===== src/traffic_direction_prefix_classifier_defines.svh =====
// Assertion macros shared by the traffic direction classifier RTL.
`ifndef TRAFFIC_DIRECTION_PREFIX_CLASSIFIER_DEFINES_SVH
`define TRAFFIC_DIRECTION_PREFIX_CLASSIFIER_DEFINES_SVH
`ifndef SYNTHESIS
// Checked only out of reset.
`define TDPC_ASSERT(lbl, prop, msg) \
  lbl: assert property (@(posedge clk) disable iff (!rst_n) prop) else $error(msg);
// Checked at every edge, reset included.
`define TDPC_ASSERT_ALWAYS(lbl, prop, msg) \
  lbl: assert property (@(posedge clk) prop) else $error(msg);
`else
`define TDPC_ASSERT(lbl, prop, msg)
`define TDPC_ASSERT_ALWAYS(lbl, prop, msg)
`endif
`endif


===== src/tdpc_pkg.sv =====
// Types, codes and helper functions of the traffic direction classifier.
`default_nettype none
package tdpc_pkg;

  localparam int PREFIX_ENTRIES_DEF = 16;

  localparam int ADDR_W      = 64;
  localparam int V4_W        = 32;
  localparam int V6_W        = 128;
  localparam int LEN_W       = 8;
  localparam int IDX_W       = 4;
  localparam int MASK_W      = 12;
  localparam int CNT_W       = 5;
  localparam int ENTRY_CMP_W = 7;
  localparam int PADDR_W     = 5;
  localparam int PDATA_W     = 32;
  localparam int REG_IDX_W   = PADDR_W - 2;

  localparam logic [1:0] ACT_CLASSIFY = 2'd0;
  localparam logic [1:0] ACT_LOAD_V4  = 2'd1;
  localparam logic [1:0] ACT_LOAD_V6  = 2'd2;

  localparam logic [1:0] FAM_IPV4 = 2'd0;
  localparam logic [1:0] FAM_IPV6 = 2'd1;

  localparam logic [1:0] DIR_INCOMING = 2'd0;
  localparam logic [1:0] DIR_OUTGOING = 2'd1;
  localparam logic [1:0] DIR_INTERNAL = 2'd2;
  localparam logic [1:0] DIR_EXTERNAL = 2'd3;

  localparam logic [REG_IDX_W-1:0] REG_MASK_IN  = 3'd0;
  localparam logic [REG_IDX_W-1:0] REG_MASK_OUT = 3'd1;
  localparam logic [REG_IDX_W-1:0] REG_MASK_INT = 3'd2;
  localparam logic [REG_IDX_W-1:0] REG_MASK_EXT = 3'd3;
  localparam logic [REG_IDX_W-1:0] REG_V4_COUNT = 3'd4;
  localparam logic [REG_IDX_W-1:0] REG_V6_COUNT = 3'd5;

  typedef struct packed {
    logic [MASK_W-1:0] mask_incoming;
    logic [MASK_W-1:0] mask_outgoing;
    logic [MASK_W-1:0] mask_internal;
    logic [MASK_W-1:0] mask_external;
    logic [CNT_W-1:0]  v4_count;
    logic [CNT_W-1:0]  v6_count;
  } cfg_t;

  // A shift of the width or more yields zero, so long lengths give a full mask.
  function automatic logic [V4_W-1:0] v4_netmask(input logic [LEN_W-1:0] len);
    return ~({V4_W{1'b1}} >> len);
  endfunction

  function automatic logic [V6_W-1:0] v6_netmask(input logic [LEN_W-1:0] len);
    return ~({V6_W{1'b1}} >> len);
  endfunction

endpackage
`default_nettype wire


===== src/tdpc_dir_resolve.sv =====
// Turns the source and destination match flags into a direction and its mask.
`default_nettype none
module tdpc_dir_resolve
  import tdpc_pkg::*;
(
  input  wire logic              src_any,
  input  wire logic              dst_any,
  input  wire cfg_t              cfg,
  output logic      [1:0]        direction,
  output logic      [MASK_W-1:0] field_mask
);

  always_comb begin
    case ({src_any, dst_any})
      2'b11:   direction = DIR_INTERNAL;
      2'b10:   direction = DIR_OUTGOING;
      2'b01:   direction = DIR_INCOMING;
      default: direction = DIR_EXTERNAL;
    endcase
  end

  always_comb begin
    case (direction)
      DIR_INCOMING: field_mask = cfg.mask_incoming;
      DIR_OUTGOING: field_mask = cfg.mask_outgoing;
      DIR_INTERNAL: field_mask = cfg.mask_internal;
      default:      field_mask = cfg.mask_external;
    endcase
  end

endmodule
`default_nettype wire


===== config.mk =====
export PLATFORM = sky130hd
export DESIGN_NAME = tdpc_dir_resolve
export DESIGN_NICKNAME = d
export VERILOG_FILES = /design/src/traffic_direction_prefix_classifier_defines.svh /design/src/tdpc_pkg.sv /design/src/tdpc_dir_resolve.sv
export SDC_FILE = /design/constraint.sdc
export NUM_CORES = 1
export LEC_CHECK = 0
export BUFFER_PORTS_ARGS = -buffer_cell sky130_fd_sc_hd__buf_2
export CAP_MARGIN = 15
export CORE_MARGIN = 3
export CORE_UTILIZATION = 30
export DETAILED_ROUTE_END_ITERATION = 16
export GPL_TIMING_DRIVEN = 0
export PLACE_DENSITY = 0.95
export SLEW_MARGIN = 20
export SYNTH_ARGS = -nofsm -noshare
export SYNTH_HDL_FRONTEND = slang
export SYNTH_SLANG_ARGS = --single-unit

===== constraint.sdc =====
create_clock -name vclk -period 1.15
set_input_delay 0 -clock vclk [all_inputs]
set_output_delay 0 -clock vclk [all_outputs]
set_load 0.05 [all_outputs]

* After elaboration in Yosys (flattened, before gate mapping)
Index checks and enable logic that the tools add are counted.
Widths: inputs -> output; s select.
** Cells by class
- Equal/unequal tests :: 5
- Mux-type cells :: 2
- Reduce and logical (&&, ||, !) cells :: 1
** Operators by type and width (number)
- $pmux 12 s3 :: 1
- $eq 2x2->1 const B :: 3
- $pmux 2 s3 :: 1
- $eq 2x1->1 const B :: 2
- $logic_not 2->1 :: 1
** Word-level totals
- Register bits :: 0
- Input bits :: 60
- Output and inout bits :: 14
- Word-level logic and storage cells :: 8

* Depth between registers and ports, before layout
Gate-level depths: netlist of the first run.
- Word-level depth :: 4
- Mapped depth :: 5
- Gate-level depth less buffers :: 4

* Least setup slack after synthesis of the first run
Ideal clock, no wire load.
- Path kind :: input-to-output
- Start point :: in dst_any
- End point :: out field_mask[0]
- Data arrival time :: 1.462 ns
- Path slack :: -0.312 ns
- Cell stages on the path :: 4
- Cell sequence :: inv_1 > ha_1 > buf_2 > mux2i_1
** Between the ends
- Longest elaborated chain between the ends :: 4
** RTL lines
- start: declaration :: RTL line tdpc_dir_resolve.sv:7 : input wire logic dst_any,
- $eq 2x1->1 or $eq 2x2->1 (tied branches) :: RTL line tdpc_dir_resolve.sv:14 : case ({src_any, dst_any})
- $pmux 2 s3 * :: RTL line tdpc_dir_resolve.sv:14
- $eq 2x2->1 (tied with other cells) :: RTL line tdpc_dir_resolve.sv:23 : case (direction)
- $pmux 12 s3 * :: RTL line tdpc_dir_resolve.sv:23
- end: declaration :: RTL line tdpc_dir_resolve.sv:10 : output logic [MASK_W-1:0] field_mask
Mark *: on every way between the ends. The rest lies on a longest branch, timed or not.

* Final worst setup path of the first run
- Start point :: in src_any
- End point :: out field_mask[9]
** Between the ends
- Longest elaborated chain between the ends :: 4
** RTL lines
- start: declaration :: RTL line tdpc_dir_resolve.sv:6 : input wire logic src_any,
- $eq 2x1->1 or $eq 2x2->1 (tied branches) :: RTL line tdpc_dir_resolve.sv:14
- $pmux 2 s3 * :: RTL line tdpc_dir_resolve.sv:14
- $eq 2x2->1 (tied with other cells) :: RTL line tdpc_dir_resolve.sv:23
- $pmux 12 s3 * :: RTL line tdpc_dir_resolve.sv:23
Marked as above.

==> results of run 1 <==
[cell usage after synthesis]
library cell	count	share of area, %
buf_2	2	2.5
ha_1	5	16
mux2i_1	12	30
inv_1	15	14
buf_6	2	5.7
or2_2	1	1.6
a222oi_1	12	30
[power by group through the flow]
stage / registers [mW] / logic, mW / clock network, mW
6_report: 0 / 0.568 / 0
5_1_grt: 0 / 0.593 / 0
4_1_cts: 0 / 0.548 / 0
3_5_place_dp: 0 / 0.477 / 0
3_3_place_gp: 0 / 0.470 / 0
2_1_floorplan: 0 / 0.330 / 0
[how the worst max path moves through the flow]
stage | endpoint | depth (start not counted) | slack [ns] | startpoint
3_5_place_dp | field_mask[1] | 6 | -0.23 | dst_any
4_1_cts | field_mask[1] | 7 | 0.01 | dst_any
3_3_place_gp | field_mask[8] | 6 | -0.22 | dst_any
2_1_floorplan | field_mask[0] | 4 | -0.14 | dst_any
6_report | field_mask[9] | 6 | 0.008 | src_any
5_1_grt | field_mask[0] | 6 | -0.05 | src_any
[critical path, stage by stage]
cell,delay [ns]
buf_8,0.11
ha_4,0.16
buf_2,0.15
a222oi_1,0.39
mux2i_2,0.12
buf_4,0.21
[through the flow]
| stage | setup slack (ns) | setup TNS, ns | hold slack [ns] | std cells |
|---|---|---|---|---|
| finish | 0.00801 | 0 | 0.358 | 131 |
| global route | -0.0469 | -0.0597 | 0.372 | 131 |
| detailed placement | -0.228 | -2.19 | 0.398 | 127 |
| CTS | 0.0144 | 0 | 0.359 | 127 |
| floorplan | -0.141 | -1.56 | 0.234 | 49 |
| global placement | -0.217 | -2.06 | 0.389 | 127 |
[routing by layer]
metal | GRT usage, % | share of wire [%] | vias up
li1 | - | - | 327
met1 | 20.6 | 33 | 307
met2 | 37.1 | 53 | 59
met3 | 3.00 | 14 | 0
met4 | 0 | 0 | 0
met5 | 0 | 0 | -
[layout make-up]
cell class | instances | area, sq um
Tap cell | 14 | 17.5
Multi-Input combinational cell | 30 | 387
Inverter | 15 | 58.8
Timing Repair Buffer | 68 | 420
Fill cell | 78 | 239
Buffer | 4 | 48.8
[what timing repair did]
action                                  in CTS  in global routing
hold endpoints to repair                     0                  0
resized for setup                           34                  6
hold buffers                                 0                  0
endpoints found under the setup margin      11                 11
cloned                                       0                  2
pin swaps                                   11                  3
setup buffers                                0                  2
[cells by family (layout without fill, tap and decap cells)]
logic type	count (synthesis)	in the layout	synth area share [%]
compound gates	12	12	30.2
fa+ha+maj	5	5	15.7
buf+inv	19	87	22.3
mux	12	12	30.2
simple gates	1	1	1.57
==> impl_metrics.yaml, run 1 <==
outcome:
  outcome: "finished clean"
timing:
  final-max-slew-violation-count: 0
  maxSlewHeadroom_pct: 75.4
  fmax_ghz: 0.876
  worst_pin_slew_ns: 0.369
  hold_violations: 0
  setup-violations-final: 0
  period_needed_ns: 1.14
  period_share_pct: 99.3
detailed_routing:
  firstDrtPassIters: 5
  drtIter0Drc: 67
  routed_wl_mm: 1.97
  ant_nets: 0
  post_drt_wl_per_cell_um: 15.0
  vias_per_cell: 5.29
  route.detailed.drc: 0
  via_count: 693
grt:
  grtUsageTotal_pct: 18.3
  grt_pass1_vias: 576
  grt_max_degree: 11
  grt_pass1_wl_mm: 2.63
  antenna_found_initial: 0
  overflow: 0
power_and_ir_drop:
  p_int_mw: 0.244
  comb_power_share_pct: 100.0
  sw_frac_of_total_pct: 57.1
  power_mw: 0.568
  clkPwrFrac_pct: 0
  ir_worst_vdd_v: 0.000363
  seq_power_share_pct: 0
  power_density_mw_per_mm2: 609
  p_switching_mw: 0.324
  p_leak_nw: 0.525
setup_path:
  cp-end-kind: "output pin"
  critPathLaunchType: "input port"
  worstPathArrival_ns: 1.14
  path_class: "in2out"
  worstPathRequired_ns: 1.15
  worstPathMaxFanout: 5
worst_hold_path:
  whs_endpoint: "field_mask[7]"
  hold_path_class: "in2out"
  hp-start: "cfg[17]"
  whs_path_depth: 4
floorplanning:
  die_area_sq_mm: 0.00180
  start_util_pct: 34.0
  die_h_um: 42.4
  die_x_um: 42.4
  rows: 12
  ios: 74
  coreArea_sq_mm: 0.00117
logic_synthesis:
  synth_nets: 114
  synth-seq-area-share_pct: 0
  yosys_warnings: 0
  syn_area_per_cell_sq_um: 8.12
  synth_area_sq_um: 398
  synth_cell_type_count: 7
  syn-instance-count: 49
cells_and_area:
  seq_cells: 0
  layout_common_cells: "buf_2 (54), inv_1 (13), buf_6 (13)"
  drive_gt1_share_pct: 76.1
  seqCellArea_sq_um: 0
  final_util_pct: 79.6
  fin_nets: 184
  syn_to_final_growth_pct: 134
  nClkBuffers: 0
  final_common_cell: "buf_2"
  antenna_cells: 0
  final_cell_area_sq_um: 932
placed_design:
  hpwl_mm: 1.38
  port_buffers: 64
  place_congestion: 0.757
  place_area_sq_um: 773
run:
  drv_cap: 0
Power figures use the tool's default switching activity.
==> run 2: changes to the inputs <==
Settings changed: CORE_MARGIN 3 to default, PLACE_DENSITY 0.95 to 0.91.
==> run 2 against run 1 <==
Setup slack gained 0.0071 ns; critical path depth is the same; global-route usage grew 1.8 points; wire length shrank 12%; cell area shrank 3.2%; non-clock buffer count shrank 1; power shrank 2.5%; first-iteration DRC count shrank 37%; core utilization shrank 2.6 points; count of clock-buffer cells in the layout is the same; largest cell class unchanged.
==> impl_metrics.yaml, run 2 (synthesis results as in run 1) <==
timing:
  setup-violations-final: 0
  finalWorstSetupSlack_ns: 0.0151
  period_share_pct: 98.7
  maxSlewHeadroom_pct: 73.8
  worst_pin_slew_ns: 0.392
  final-max-slew-violation-count: 0
  period_needed_ns: 1.13
  hold_violations: 0
  rsz0062_at_grt: "true"
  fmax_ghz: 0.881
setup_path:
  path_class: "in2out"
  worstPathRequired_ns: 1.15
  worstPathArrival_ns: 1.13
  critPathLaunchType: "input port"
  cpMaxStageDelayCell: "a222oi_1"
  cp-end-kind: "output pin"
  cp_common_cell: "buf_6"
  slowest_delay_ns: 0.40
  worstPathMaxFanout: 5
  crit_chain: "buf_8, ha_4, buf_6, a222oi_1, mux2i_2, buf_6"
cells_and_area:
  layout_common_cells: "buf_2 (53), inv_1 (13), a222oi_1 (12)"
  antenna_cells: 0
  seqCellArea_sq_um: 0
  multi_input_area_sq_um: 377
  drive_gt1_share_pct: 75.9
  n_fill_cell: 82
  final_common_cell: "buf_2"
  syn_to_final_growth_pct: 127
  fin_nets: 183
  nClkBuffers: 0
  final_cell_area_sq_um: 902
  seq_cells: 0
power_and_ir_drop:
  power_mw: 0.554
  power_density_mw_per_mm2: 614
  ir_worst_vdd_v: 0.000361
  p_leak_nw: 0.514
floorplanning:
  die_x_um: 38.4
  rows: 12
  die_h_um: 38.4
  start_util_pct: 34.0
  ios: 74
  die_area_sq_mm: 0.00148
  coreArea_sq_mm: 0.00117
detailed_routing:
  via_count: 665
  firstDrtPassIters: 4
  ant_nets: 0
  routed_wl_mm: 1.73
  post_drt_wl_per_cell_um: 13.3
  vias_per_cell: 5.12
  drtIter0Drc: 42
  route.detailed.drc: 0
run:
  drv_cap: 0
placed_design:
  hpwl_mm: 1.24
  place_area_sq_um: 773
  place_ws_ns: -0.235
  place_congestion: 0.649
  port_buffers: 64
worst_hold_path:
  hold_path_class: "in2out"
  whs_path_depth: 4
grt:
  grt_pass1_vias: 582
  grtUsageTotal_pct: 20.2
  grt_max_degree: 11
  antenna_found_initial: 0
  overflow: 0
  grt_pass1_wl_mm: 2.21
outcome:
  outcome: "finished clean"
## run 2: area by class of cell
| type | instances | share of cell area (%) |
|---|---|---|
| timing repair buffer | 67 | 44.8 |
| multi-input combinational | 30 | 41.7 |
| inverter | 15 | 6.52 |
| buffer | 4 | 4.99 |
| tap | 14 | 1.94 |
## run 2: stage by stage
stage / util (%) / TNS [ns] / std cells / hold WS [ns]
4_1_cts: 72.5 / 0 / 127 / 0.363
3_5_place_dp: 66.0 / -2.30 / 127 / 0.398
5_1_grt: 77.0 / -0.0529 / 130 / 0.374
3_3_place_gp: 66.0 / -2.03 / 127 / 0.387
2_1_floorplan: - / -1.56 / 49 / 0.234
6_report: 77.0 / 0 / 130 / 0.363
## run 2: path summary, 6_finish.rpt
kind	startpoint	to	slack [ns]
setup / recovery	src_any	field_mask[6]	0.02
hold / removal	cfg[20]	field_mask[10]	0.36
## run 2: repair_timing
action / in CTS / in global routing
setup buffers: 0 / 1
gates resized for setup: 25 / 11
gates cloned: 0 / 2
hold buffers: 0 / 0
setup endpoints to repair: 11 / 11
pin swaps: 11 / 7
## run 2: power breakdown
part	switching [mW]	internal [mW]	leakage, nW
registers	0	0	0
clock network	0	0	0
logic	0.319	0.234	0.514
## run 2: per-layer routing
| metal | GRT usage [%] | routed length [um] | up-vias |
|---|---|---|---|
| li1 | - | - | 324 |
| met1 | 19.7 | 631 | 297 |
| met2 | 44.1 | 894 | 44 |
| met3 | 4.07 | 208 | 0 |
| met4 | 0 | 0 | 0 |
| met5 | 0 | 0 | - |
## run 2: critical path, delay by kind of cell
kind | cells | cell delay, ns
adders and majority gates | 1 | 0.17
muxes | 1 | 0.15
AOI/OAI and AO/OA | 1 | 0.40
buffers and inverters | 3 | 0.42
